File: config.mk
export PLATFORM = sky130hd
export DESIGN_NAME = peer_timeslot_tracker_flat
export DESIGN_NICKNAME = d
export VERILOG_FILES = /design/src/rtl/ptt_pkg.sv /design/src/rtl/ptt_if.sv /design/src/rtl/peer_timeslot_tracker.sv /design/src/flat_wrapper.sv
export SDC_FILE = /design/constraint.sdc
export NUM_CORES = 1
export LEC_CHECK = 0
export BUFFER_PORTS_ARGS = -buffer_cell sky130_fd_sc_hd__buf_2
export CAP_MARGIN = 0
export CELL_PAD_IN_SITES_DETAIL_PLACEMENT = 1
export CELL_PAD_IN_SITES_GLOBAL_PLACEMENT = 2
export CORE_MARGIN = 1.5
export CORE_UTILIZATION = 35
export CTS_CLUSTER_SIZE = 20
export DETAILED_ROUTE_END_ITERATION = 10
export GPL_TIMING_DRIVEN = 1
export PLACE_DENSITY_LB_ADDON = 0.1
export SYNTH_ARGS = -nofsm -noshare
export SYNTH_HDL_FRONTEND = slang
export SYNTH_SLANG_ARGS = --single-unit
File: constraint.sdc
create_clock -name clock -period 16.9 [get_ports clock]
set_input_delay 2.535 -clock clock [delete_from_list [all_inputs] [get_ports clock]]
set_output_delay 2.535 -clock clock [all_outputs]
set_load 0.005 [all_outputs]
File: src/rtl/ptt_pkg.sv
// shared types, constants and register codes for the peer timeslot tracker
`default_nettype none
package ptt_pkg;

   localparam int TABLE_ENTRIES_DEF = 8;
   localparam int SLOT_COUNT        = 64;

   localparam int TIME_W    = 32;
   localparam int DUR_W     = 16;
   localparam int SLOT_W    = 8;
   localparam int OFFS_W    = 25;
   localparam int CNT_OUT_W = 4;
   localparam int PROD_W    = SLOT_W + DUR_W;
   localparam int DIFF_W    = PROD_W + 2;
   localparam int DIV_STEPS = TIME_W;
   localparam int DIV_CNT_W = $clog2(DIV_STEPS);

   localparam int CSR_IDX_W  = 2;
   localparam int CSR_DATA_W = 32;

   typedef logic [CSR_IDX_W-1:0] csr_index_type;

   localparam csr_index_type CSR_PERIOD   = 2'd0;
   localparam csr_index_type CSR_SLOT_DUR = 2'd1;
   localparam csr_index_type CSR_TIMEOUT  = 2'd2;

   localparam logic [DUR_W-1:0]  PERIOD_RST   = 16'd1000;
   localparam logic [DUR_W-1:0]  SLOT_DUR_RST = 16'd100;
   localparam logic [TIME_W-1:0] TIMEOUT_RST  = 32'd10000;

   typedef struct packed {
      logic [TIME_W-1:0] packet_time;
      logic [SLOT_W-1:0] slot;
      logic [SLOT_W-1:0] next_slot;
      logic [TIME_W-1:0] now_ms;
   } req_type;

   typedef struct packed {
      logic signed [OFFS_W-1:0] time_offset;
      logic                     offset_valid;
      logic [CNT_OUT_W-1:0]     active_entries;
   } rsp_type;

   typedef enum logic [3:0] {
      ST_IDLE,
      ST_SELECT,
      ST_SCAN,
      ST_WRITE,
      ST_AGE,
      ST_WAIT_DIV,
      ST_OFFSET,
      ST_FIX,
      ST_OUT
   } state_type;

endpackage
`default_nettype wire

File: src/rtl/ptt_if.sv
// valid/ready channel interfaces for request and response items
`default_nettype none
interface ptt_req_if;
   import ptt_pkg::*;
   logic    valid;
   logic    ready;
   req_type data;
   modport source (output valid, output data, input ready);
   modport sink (input valid, input data, output ready);
endinterface

interface ptt_rsp_if;
   import ptt_pkg::*;
   logic    valid;
   logic    ready;
   rsp_type data;
   modport source (output valid, output data, input ready);
   modport sink (input valid, input data, output ready);
endinterface
`default_nettype wire

File: src/rtl/peer_timeslot_tracker.sv
// Peer timeslot tracker top level.
// req_chan carries one received packet per item: packet time, slot, announced
// next slot and the current time. rsp_chan returns exactly one item per request:
// the peer frame offset, whether an offset is known, and the count of table
// entries in use. Registers (period, slot duration, entry timeout) are written
// through csr_wr_en / csr_index / csr_wdata; the user must write them only
// while the block is idle, as the block does not enforce it. One item is
// processed at a time. Each slot record that lies in the slot range walks the
// table once to find a hit, a free entry or the oldest entry, writes it, then
// walks it again to free stale entries through the one shared compare path; a
// record out of range is skipped, or for the next slot gets a count-only walk.
// A bit-serial remainder unit runs beside the walks. No new item is taken
// before the response of the last one has moved into the output register.
// Synchronous reset empties the table, clears the offset and restores the
// register defaults. When the receiver stalls, the response is held in the
// output register; the next item is still taken, and its response waits in the
// last step until the held one has left.
`default_nettype none
module peer_timeslot_tracker #(
   parameter int TABLE_ENTRIES = ptt_pkg::TABLE_ENTRIES_DEF
) (
   input  wire logic                                clock,
   input  wire logic                                reset,
   input  wire logic                                csr_wr_en,
   input  wire ptt_pkg::csr_index_type              csr_index,
   input  wire logic [ptt_pkg::CSR_DATA_W-1:0]      csr_wdata,
   ptt_req_if.sink                                  req_chan,
   ptt_rsp_if.source                                rsp_chan
);
   import ptt_pkg::*;

   localparam int IDX_W = (TABLE_ENTRIES > 1) ? $clog2(TABLE_ENTRIES) : 1;
   localparam int CNT_W = $clog2(TABLE_ENTRIES + 1);

   state_type state_ff, state_in;

   // configuration
   logic [DUR_W-1:0]  period_ff;
   logic [DUR_W-1:0]  slot_dur_ff;
   logic [TIME_W-1:0] timeout_ff;

   // table
   logic [TABLE_ENTRIES-1:0] entry_valid_ff;
   logic [SLOT_W-1:0]        entry_slot_ff [TABLE_ENTRIES];
   logic [TIME_W-1:0]        entry_seen_ff [TABLE_ENTRIES];

   // sequencer state
   req_type           item_ff;
   logic              rec_ff;
   logic [IDX_W-1:0]  idx_ff;
   logic              expire_ff;
   logic              hit_found_ff;
   logic [IDX_W-1:0]  hit_idx_ff;
   logic              free_found_ff;
   logic [IDX_W-1:0]  free_idx_ff;
   logic [TIME_W-1:0] min_seen_ff;
   logic [IDX_W-1:0]  min_idx_ff;
   logic [CNT_W-1:0]  cnt_ff;

   // remainder unit
   logic                 div_busy_ff;
   logic [DIV_CNT_W-1:0] div_cnt_ff;
   logic [TIME_W-1:0]    dvd_ff;
   logic [DUR_W-1:0]     rem_ff;

   // offset
   logic [PROD_W-1:0]        prod_ff;
   logic signed [DIFF_W-1:0] diff_ff;
   logic [OFFS_W-1:0]        peer_offset_ff;
   logic                     offset_known_ff;

   // output register
   logic    rsp_valid_ff;
   rsp_type rsp_data_ff;

   // combinational
   logic                     req_accept;
   logic                     req_ready;
   logic                     out_load;
   logic [DUR_W-1:0]         per_eff;
   logic [SLOT_W-1:0]        cur_slot;
   logic                     cur_in_range;
   logic                     rd_valid;
   logic [SLOT_W-1:0]        rd_slot;
   logic [TIME_W-1:0]        rd_seen;
   logic                     last_idx;
   logic [TIME_W:0]          age_diff;
   logic                     expire_hit;
   logic [IDX_W-1:0]         pick_idx;
   logic [DUR_W:0]           div_trial;
   logic                     div_ge;
   logic [DUR_W:0]           rem_next;
   logic signed [DIFF_W-1:0] offset_sum;

   assign per_eff      = (period_ff == '0) ? DUR_W'(1) : period_ff;
   assign cur_slot     = rec_ff ? item_ff.next_slot : item_ff.slot;
   assign cur_in_range = cur_slot < SLOT_W'(SLOT_COUNT);
   assign rd_valid     = entry_valid_ff[idx_ff];
   assign rd_slot      = entry_slot_ff[idx_ff];
   assign rd_seen      = entry_seen_ff[idx_ff];
   assign last_idx     = idx_ff == IDX_W'(TABLE_ENTRIES - 1);

   // age taken as signed: an entry seen after now never expires
   assign age_diff   = {1'b0, item_ff.now_ms} - {1'b0, rd_seen};
   assign expire_hit = expire_ff && rd_valid && !age_diff[TIME_W]
                       && (age_diff[TIME_W-1:0] >= timeout_ff);

   assign pick_idx = hit_found_ff ? hit_idx_ff :
                     free_found_ff ? free_idx_ff : min_idx_ff;

   assign div_trial = {rem_ff, dvd_ff[TIME_W-1]};
   assign div_ge    = div_trial >= {1'b0, per_eff};
   assign rem_next  = div_ge ? (div_trial - {1'b0, per_eff}) : div_trial;

   assign offset_sum = diff_ff + $signed({{(DIFF_W-DUR_W){1'b0}}, per_eff});

   assign req_accept     = req_chan.valid && req_ready;
   assign req_chan.ready = req_ready;
   assign rsp_chan.valid = rsp_valid_ff;
   assign rsp_chan.data  = rsp_data_ff;

   // next state
   always_comb begin
      state_in = state_ff;
      unique case (state_ff)
         ST_IDLE: begin
            if (req_accept) state_in = ST_SELECT;
         end
         ST_SELECT: begin
            if (cur_in_range) state_in = ST_SCAN;
            else if (rec_ff) state_in = ST_AGE;
         end
         ST_SCAN: begin
            if (last_idx) state_in = ST_WRITE;
         end
         ST_WRITE: state_in = ST_AGE;
         ST_AGE: begin
            if (last_idx) state_in = rec_ff ? ST_WAIT_DIV : ST_SELECT;
         end
         ST_WAIT_DIV: begin
            if (!div_busy_ff) state_in = ST_OFFSET;
         end
         ST_OFFSET: state_in = ST_FIX;
         ST_FIX: state_in = ST_OUT;
         ST_OUT: begin
            if (!rsp_valid_ff || rsp_chan.ready) state_in = ST_IDLE;
         end
         default: state_in = ST_IDLE;
      endcase
   end

   // outputs of the sequencer
   always_comb begin
      req_ready = 1'b0;
      out_load  = 1'b0;
      unique case (state_ff)
         ST_IDLE: req_ready = 1'b1;
         ST_OUT:  out_load  = !rsp_valid_ff || rsp_chan.ready;
         default: begin
            req_ready = 1'b0;
            out_load  = 1'b0;
         end
      endcase
   end

   // control registers
   always_ff @(posedge clock) begin
      if (reset) begin
         state_ff        <= ST_IDLE;
         period_ff       <= PERIOD_RST;
         slot_dur_ff     <= SLOT_DUR_RST;
         timeout_ff      <= TIMEOUT_RST;
         entry_valid_ff  <= '0;
         offset_known_ff <= 1'b0;
         peer_offset_ff  <= '0;
         div_busy_ff     <= 1'b0;
         rsp_valid_ff    <= 1'b0;
      end else begin
         state_ff <= state_in;

         if (csr_wr_en) begin
            unique case (csr_index)
               CSR_PERIOD:   period_ff   <= csr_wdata[DUR_W-1:0];
               CSR_SLOT_DUR: slot_dur_ff <= csr_wdata[DUR_W-1:0];
               CSR_TIMEOUT:  timeout_ff  <= csr_wdata[TIME_W-1:0];
               default: ;
            endcase
         end

         if (state_ff == ST_WRITE) entry_valid_ff[pick_idx] <= 1'b1;
         if (state_ff == ST_AGE && expire_hit) entry_valid_ff[idx_ff] <= 1'b0;

         if (req_accept) div_busy_ff <= 1'b1;
         else if (div_busy_ff && div_cnt_ff == DIV_CNT_W'(DIV_STEPS - 1)) div_busy_ff <= 1'b0;

         if (state_ff == ST_FIX && item_ff.packet_time != '0) begin
            offset_known_ff <= 1'b1;
            peer_offset_ff  <= diff_ff[DIFF_W-1] ? offset_sum[OFFS_W-1:0]
                                                 : diff_ff[OFFS_W-1:0];
         end

         if (out_load) rsp_valid_ff <= 1'b1;
         else if (rsp_chan.ready) rsp_valid_ff <= 1'b0;
      end
   end

   // remainder unit: one quotient bit per cycle, only the remainder is kept
   always_ff @(posedge clock) begin
      if (req_accept) begin
         dvd_ff     <= req_chan.data.packet_time;
         rem_ff     <= '0;
         div_cnt_ff <= '0;
      end else if (div_busy_ff) begin
         dvd_ff     <= {dvd_ff[TIME_W-2:0], 1'b0};
         rem_ff     <= rem_next[DUR_W-1:0];
         div_cnt_ff <= div_cnt_ff + DIV_CNT_W'(1);
      end
   end

   // table sequencer datapath
   always_ff @(posedge clock) begin
      case (state_ff)
         ST_IDLE: begin
            if (req_accept) begin
               item_ff <= req_chan.data;
               rec_ff  <= 1'b0;
               prod_ff <= PROD_W'(req_chan.data.slot) * PROD_W'(slot_dur_ff);
            end
         end
         ST_SELECT: begin
            idx_ff        <= '0;
            hit_found_ff  <= 1'b0;
            free_found_ff <= 1'b0;
            if (!cur_in_range) begin
               if (!rec_ff) begin
                  rec_ff <= 1'b1;
               end else begin
                  // count-only pass when the next slot is not recorded
                  expire_ff <= 1'b0;
                  cnt_ff    <= '0;
               end
            end
         end
         ST_SCAN: begin
            if (rd_valid && rd_slot == cur_slot && !hit_found_ff) begin
               hit_found_ff <= 1'b1;
               hit_idx_ff   <= idx_ff;
            end
            if (!rd_valid && !free_found_ff) begin
               free_found_ff <= 1'b1;
               free_idx_ff   <= idx_ff;
            end
            if (idx_ff == '0 || rd_seen < min_seen_ff) begin
               min_seen_ff <= rd_seen;
               min_idx_ff  <= idx_ff;
            end
            idx_ff <= idx_ff + IDX_W'(1);
         end
         ST_WRITE: begin
            entry_slot_ff[pick_idx] <= cur_slot;
            entry_seen_ff[pick_idx] <= item_ff.now_ms;
            idx_ff    <= '0;
            cnt_ff    <= '0;
            expire_ff <= 1'b1;
         end
         ST_AGE: begin
            if (rd_valid && !expire_hit) cnt_ff <= cnt_ff + CNT_W'(1);
            idx_ff <= idx_ff + IDX_W'(1);
            if (last_idx && !rec_ff) rec_ff <= 1'b1;
         end
         ST_OFFSET: begin
            diff_ff <= $signed({2'b00, prod_ff})
                       - $signed({{(DIFF_W-DUR_W){1'b0}}, rem_ff})
                       - DIFF_W'(1);
         end
         default: ;
      endcase

      if (out_load) begin
         rsp_data_ff.time_offset    <= $signed(peer_offset_ff);
         rsp_data_ff.offset_valid   <= offset_known_ff;
         rsp_data_ff.active_entries <= CNT_OUT_W'(cnt_ff);
      end
   end

`ifndef NO_ASSERTIONS
   a_cnt_bound: assert property (@(posedge clock) disable iff (reset)
      state_ff == ST_OUT |-> cnt_ff <= CNT_W'(TABLE_ENTRIES))
      else $error("entry count above table size");

   a_div_idle: assert property (@(posedge clock) disable iff (reset)
      div_busy_ff |-> state_ff != ST_IDLE)
      else $error("remainder unit busy while idle");

   a_write_valid: assert property (@(posedge clock) disable iff (reset)
      state_ff == ST_WRITE |=> entry_valid_ff[$past(pick_idx)])
      else $error("written entry not marked valid");

   a_offset_pos: assert property (@(posedge clock) disable iff (reset)
      (state_ff == ST_FIX && item_ff.packet_time != '0) |=> !peer_offset_ff[OFFS_W-1])
      else $error("peer offset negative after correction");

   a_hit_slot: assert property (@(posedge clock) disable iff (reset)
      (state_ff == ST_WRITE && hit_found_ff) |-> entry_slot_ff[hit_idx_ff] == cur_slot)
      else $error("hit entry holds another slot");
`endif

endmodule
`default_nettype wire
File: src/flat_wrapper.sv
// flat-port wrapper written by rule: the top's interface ports become plain ports
module peer_timeslot_tracker_flat import ptt_pkg::*;
#(
   parameter int TABLE_ENTRIES = ptt_pkg::TABLE_ENTRIES_DEF
)
  (clock, reset, csr_wr_en, csr_index, csr_wdata, req_chan_valid, req_chan_data, req_chan_ready, rsp_chan_valid, rsp_chan_data, rsp_chan_ready);
  ptt_req_if req_chan_i ();
  ptt_rsp_if rsp_chan_i ();
  input  wire logic clock;
  input  wire logic reset;
  input  wire logic csr_wr_en;
  input  wire ptt_pkg::csr_index_type csr_index;
  input  wire logic [ptt_pkg::CSR_DATA_W-1:0] csr_wdata;
  input wire logic [$bits(req_chan_i.valid)-1:0] req_chan_valid;
  input wire logic [$bits(req_chan_i.data)-1:0] req_chan_data;
  output wire logic [$bits(req_chan_i.ready)-1:0] req_chan_ready;
  output wire logic [$bits(rsp_chan_i.valid)-1:0] rsp_chan_valid;
  output wire logic [$bits(rsp_chan_i.data)-1:0] rsp_chan_data;
  input wire logic [$bits(rsp_chan_i.ready)-1:0] rsp_chan_ready;
  assign req_chan_i.valid = req_chan_valid;
  assign req_chan_i.data = req_chan_data;
  assign req_chan_ready = req_chan_i.ready;
  assign rsp_chan_valid = rsp_chan_i.valid;
  assign rsp_chan_data = rsp_chan_i.data;
  assign rsp_chan_i.ready = rsp_chan_ready;
  peer_timeslot_tracker #(.TABLE_ENTRIES(TABLE_ENTRIES)) u_core (.clock(clock), .reset(reset), .csr_wr_en(csr_wr_en), .csr_index(csr_index), .csr_wdata(csr_wdata), .req_chan(req_chan_i), .rsp_chan(rsp_chan_i));
endmodule
==> impl_metrics.toml <==
[detailed_routing]
firstDrtPassIters = 7
drc = 0
routed_wirelength_mm = 100.1
routed_via_density = 5.133
antenna_left = 0
drt_iter0_drc = 1283
vias = 22890
wl_per_cell_um = 22.45

[power_and_ir_drop]
p_int_mw = 4.402
ir_drop_mv = 0.07786
p_leak_nw = 15.61
p_clk_share_pct = 24.9
switching_share_pct = 37.60
p_per_area_mw_per_mm2 = 173.7
p_sw_mw = 2.652
combPwrFrac_pct = 41.0
pwr-share-seq_pct = 34.1

[sta]
slew_violations = 0
hold_viol = 0
clock.fmax_mhz = 130.2
setup_viol = 0
fin_hold_ws_ps = 428.8
skew_ps = 25.77
tns_ps = 0
slew_headroom_pct = 28.07
tightest_slew_ps = 1062
rsz0062_at_grt = "no"
timing.final.crit_share_pct = 45.45
period_needed_ps = 7681

[die]
coreArea_mm2 = 0.1006
die_area_mm2 = 0.1038
rows = 116
start_util_pct = 35.46
die_h_um = 322.2
fp.dieW_um = 322.2
io_pins = 151

[synth]
asyncSetResetFlopFracSynth_pct = 0
netlist-cell-type-count = 79
synth_top_family_by_area = "adder cells"
synth-adder-area-share_pct = 11.78
muxShareOfSynthArea_pct = 7.350
synth_area_mm2 = 0.03567
ys_seq_area_share_pct = 54.67
synth_compound_area_share_pct = 8.304
synth_xor_area_share_pct = 3.147
yosysWarnings = 0
synth-simple-area-share_pct = 10.76
synthCells = 2899
synth-seq-cells = 692
syn_avg_cell_area_um2 = 12.30
synth_top_flop_cell = "edfxtp_1"
synth_edf_count = 564
synth.net_count = 3301

[global_route]
grt_pass1_wl_mm = 152.7
use_met1_pct = 25.56
grtUsageMet2_pct = 34.02
grt_pass1_vias = 24730
use_met3_pct = 2.223
grt-busiest-layer = "met2"
grt_max_degree = 87
overflow = 0
grt_usage_pct = 19.47
antenna_found_initial = 7

[min_path]
whs_path_depth = 0
hold-path-endpoint = "u_core.rsp_chan.data[12]$_DFFE_PP_"
hold_start = "u_core.peer_offset_ff[7]$_SDFFE_PP0P_"
hold_path.class = "reg2reg"

[layout]
area_growth_pct = 13.89
fill_cells = 10680
nets = 3439
drive_above_1_share_pct = 13.51

[cts]
path_clk_slew_ps = 60
clk_path_buf_depth = 3
cts_hold_buf = 0
post_cts_buffers = 0
cts.sinks = 692
postCtsResizedCells = 0
clock_latency_ps = 660
cts_tree = "yes"
htree_levels = 3
numCtsBuffers = 80
cts_root_buffer = "clkbuf_16"

[worst_setup_path]
r2r.worst_path.cells = 21
cp-start-kind = "flip-flop"
cp_max_fo = 36
worstPathArrival_ps = 7970
r2r_end = "u_core.cnt_ff[0]$_SDFFCE_PN0P_"
cp.required_ps = 17190
path_class = "reg2reg"
reg2reg_slack_ps = 9220
worst_setup_path_end_kind = "flip-flop"

[flow_run]
drv_cap = 0

[place]
gp_congestion = 0.8526
hpwl_mm = 71.47
io_buffer_count = 150

[outcome]
status = "finished clean"
## final cells by class
cell class / count / area [um2] / area share [%]
Antenna cell: 1 / 2.502 / 0.006160
Sequential cell: 692 / 19510 / 48.02
Timing Repair Buffer: 175 / 940.9 / 2.316
Inverter: 256 / 965.9 / 2.378
Tap cell: 1357 / 1698 / 4.180
Clock inverter: 41 / 417.9 / 1.029
Multi-Input combinational cell: 1832 / 14850 / 36.56
Clock buffer: 106 / 2236 / 5.504
## layer usage
layer,part of all wire (%),routed length (um)
met3,2.9,2854
met5,0,0
met4,1.8,1839
met2,50,50250
met1,45,45180
## through the flow
stage	std cells	setup WS, ps	cell area [um2]	total power [mW]	util [%]
finish	4460	9219	40620	7.054	40.39
global route	4459	8532	40620	7.555	40.38
CTS	4459	9012	40620	7.188	40.38
detailed placement	4312	9053	37960	5.392	37.74
global placement	4312	9309	37960	5.313	37.74
floorplan	2899	9745	35670	4.498	-
## worst max-delay path by stage
| stage | from | endpoint | slack [ps] | cells after the start |
|---|---|---|---|---|
| after floorplan | flip-flop | u_core.min_idx_ff[0]$_DFFE_PP_ | 9750 | 17 |
| after global placement | req_chan_data[47] | u_core.prod_ff[22]$_DFFE_PP_ | 9310 | 17 |
| after detailed placement | flip-flop | u_core.cnt_ff[1]$_SDFFCE_PN0P_ | 9050 | 21 |
| after CTS | flip-flop | u_core.cnt_ff[1]$_SDFFCE_PN0P_ | 9010 | 21 |
| after global routing | flip-flop | u_core.cnt_ff[1]$_SDFFCE_PN0P_ | 8530 | 22 |
| final | flip-flop | u_core.cnt_ff[0]$_SDFFCE_PN0P_ | 9220 | 21 |
## cell families (layout without fill, tap and decap cells)
kind of cell,after synthesis,after routing
other,0,1
buffers and inverters,375,578
AO/OA/AOI/OAI,454,454
multiplexers,161,161
flip-flops,692,692
XOR/XNOR,126,126
adder cells (fa/ha/maj),283,283
AND/OR/NAND/NOR,808,808
## worst max-delay path: stages (launching register included)
cell,delay [ps]
dfxtp_4,860
buf_4,540
buf_4,550
mux4_2,570
mux2i_1,220
ha_1,350
a21o_1,230
a21o_1,180
a21o_1,180
or3_1,310
a22o_1,350
a221o_1,370
o41ai_1,310
xnor2_1,120
ha_1,190
a21o_1,150
a21o_1,160
a21oi_1,140
o21ai_0,150
a211oi_1,350
a21oi_1,360
a211oi_1,660
## power by group through the flow
| stage | Combinational, mW | Sequential, mW | Clock (mW) |
|---|---|---|---|
| 4_1_cts | 2.97 | 2.41 | 1.81 |
| 3_5_place_dp | 2.95 | 2.45 | 0 |
| 2_1_floorplan | 2.18 | 2.32 | 0 |
| 5_1_grt | 3.25 | 2.44 | 1.86 |
| 3_3_place_gp | 2.88 | 2.44 | 0 |
| 6_report | 2.89 | 2.40 | 1.75 |
## synth_stat cells, types with 20 or more instances
cell,instances,share of area [%]
a211oi_1,30,0.63
a21o_1,53,1.1
a21oi_1,143,2.0
and2_1,70,1.2
clkbuf_1,94,0.99
dfxtp_1,128,7.2
edfxtp_1,564,47
fa_1,88,4.9
ha_1,195,6.8
inv_1,256,2.7
mux2i_1,74,2.1
mux4_2,80,5.1
nand2_1,357,3.8
nand2b_1,30,0.53
nand3_1,29,0.41
nand4_1,31,0.54
nor2_1,127,1.3
nor2b_1,29,0.51
nor3_1,43,0.60
o21a_1,20,0.42
o21ai_0,68,0.95
xnor2_1,85,2.1
xor2_1,40,0.98
## state kept, by name, indices dropped and copies added (netlist names), 3 cells and up, named ones only
register               flops
u_core.idx_ff              3
u_core.rem_ff             16
u_core.dvd_ff             32
u_core.entry_slot_ff      64
u_core.prod_ff            24
u_core.timeout_ff         32
u_core.free_idx_ff         3
u_core.div_cnt_ff          5
u_core.entry_valid_ff      8
u_core.entry_seen_ff     256
u_core.min_seen_ff        32
u_core.cnt_ff              4
u_core.hit_idx_ff          3
u_core.item_ff            80
u_core.slot_dur_ff        16
u_core.min_idx_ff          3
u_core.peer_offset_ff     25
u_core.rsp_chan.data      30
u_core.state_ff            4
u_core.diff_ff            26
u_core.period_ff          16
## layout by cell type (no fill, tap or decap), types with 12 or more instances in the layout
cell / netlist / layout
a211oi_1: 30 / 29
o21bai_1: 16 / 16
nand2b_1: 30 / 30
nand3b_1: 12 / 12
ha_1: 195 / 195
edfxtp_1: 564 / 564
buf_2: 11 / 149
a211o_1: 14 / 14
mux2i_1: 74 / 74
and2_1: 70 / 70
clkbuf_16: 0 / 85
a21oi_1: 143 / 143
clkinv_1: 0 / 13
o21ai_0: 68 / 68
nor4_1: 19 / 18
and3_1: 13 / 13
o21a_1: 20 / 20
nand3_1: 29 / 29
clkbuf_1: 94 / 18
nor2b_1: 29 / 28
xor2_1: 40 / 40
fa_1: 88 / 88
inv_1: 256 / 255
nand4_1: 31 / 31
a41oi_1: 13 / 13
xnor2_1: 85 / 85
or3_1: 18 / 18
nor2_1: 127 / 118
nand2_1: 357 / 356
nor3_1: 43 / 41
a31oi_1: 17 / 17
buf_4: 0 / 26
dfxtp_1: 128 / 125
mux4_2: 80 / 80
a21o_1: 53 / 53
(Power assumes the default switching activity.)
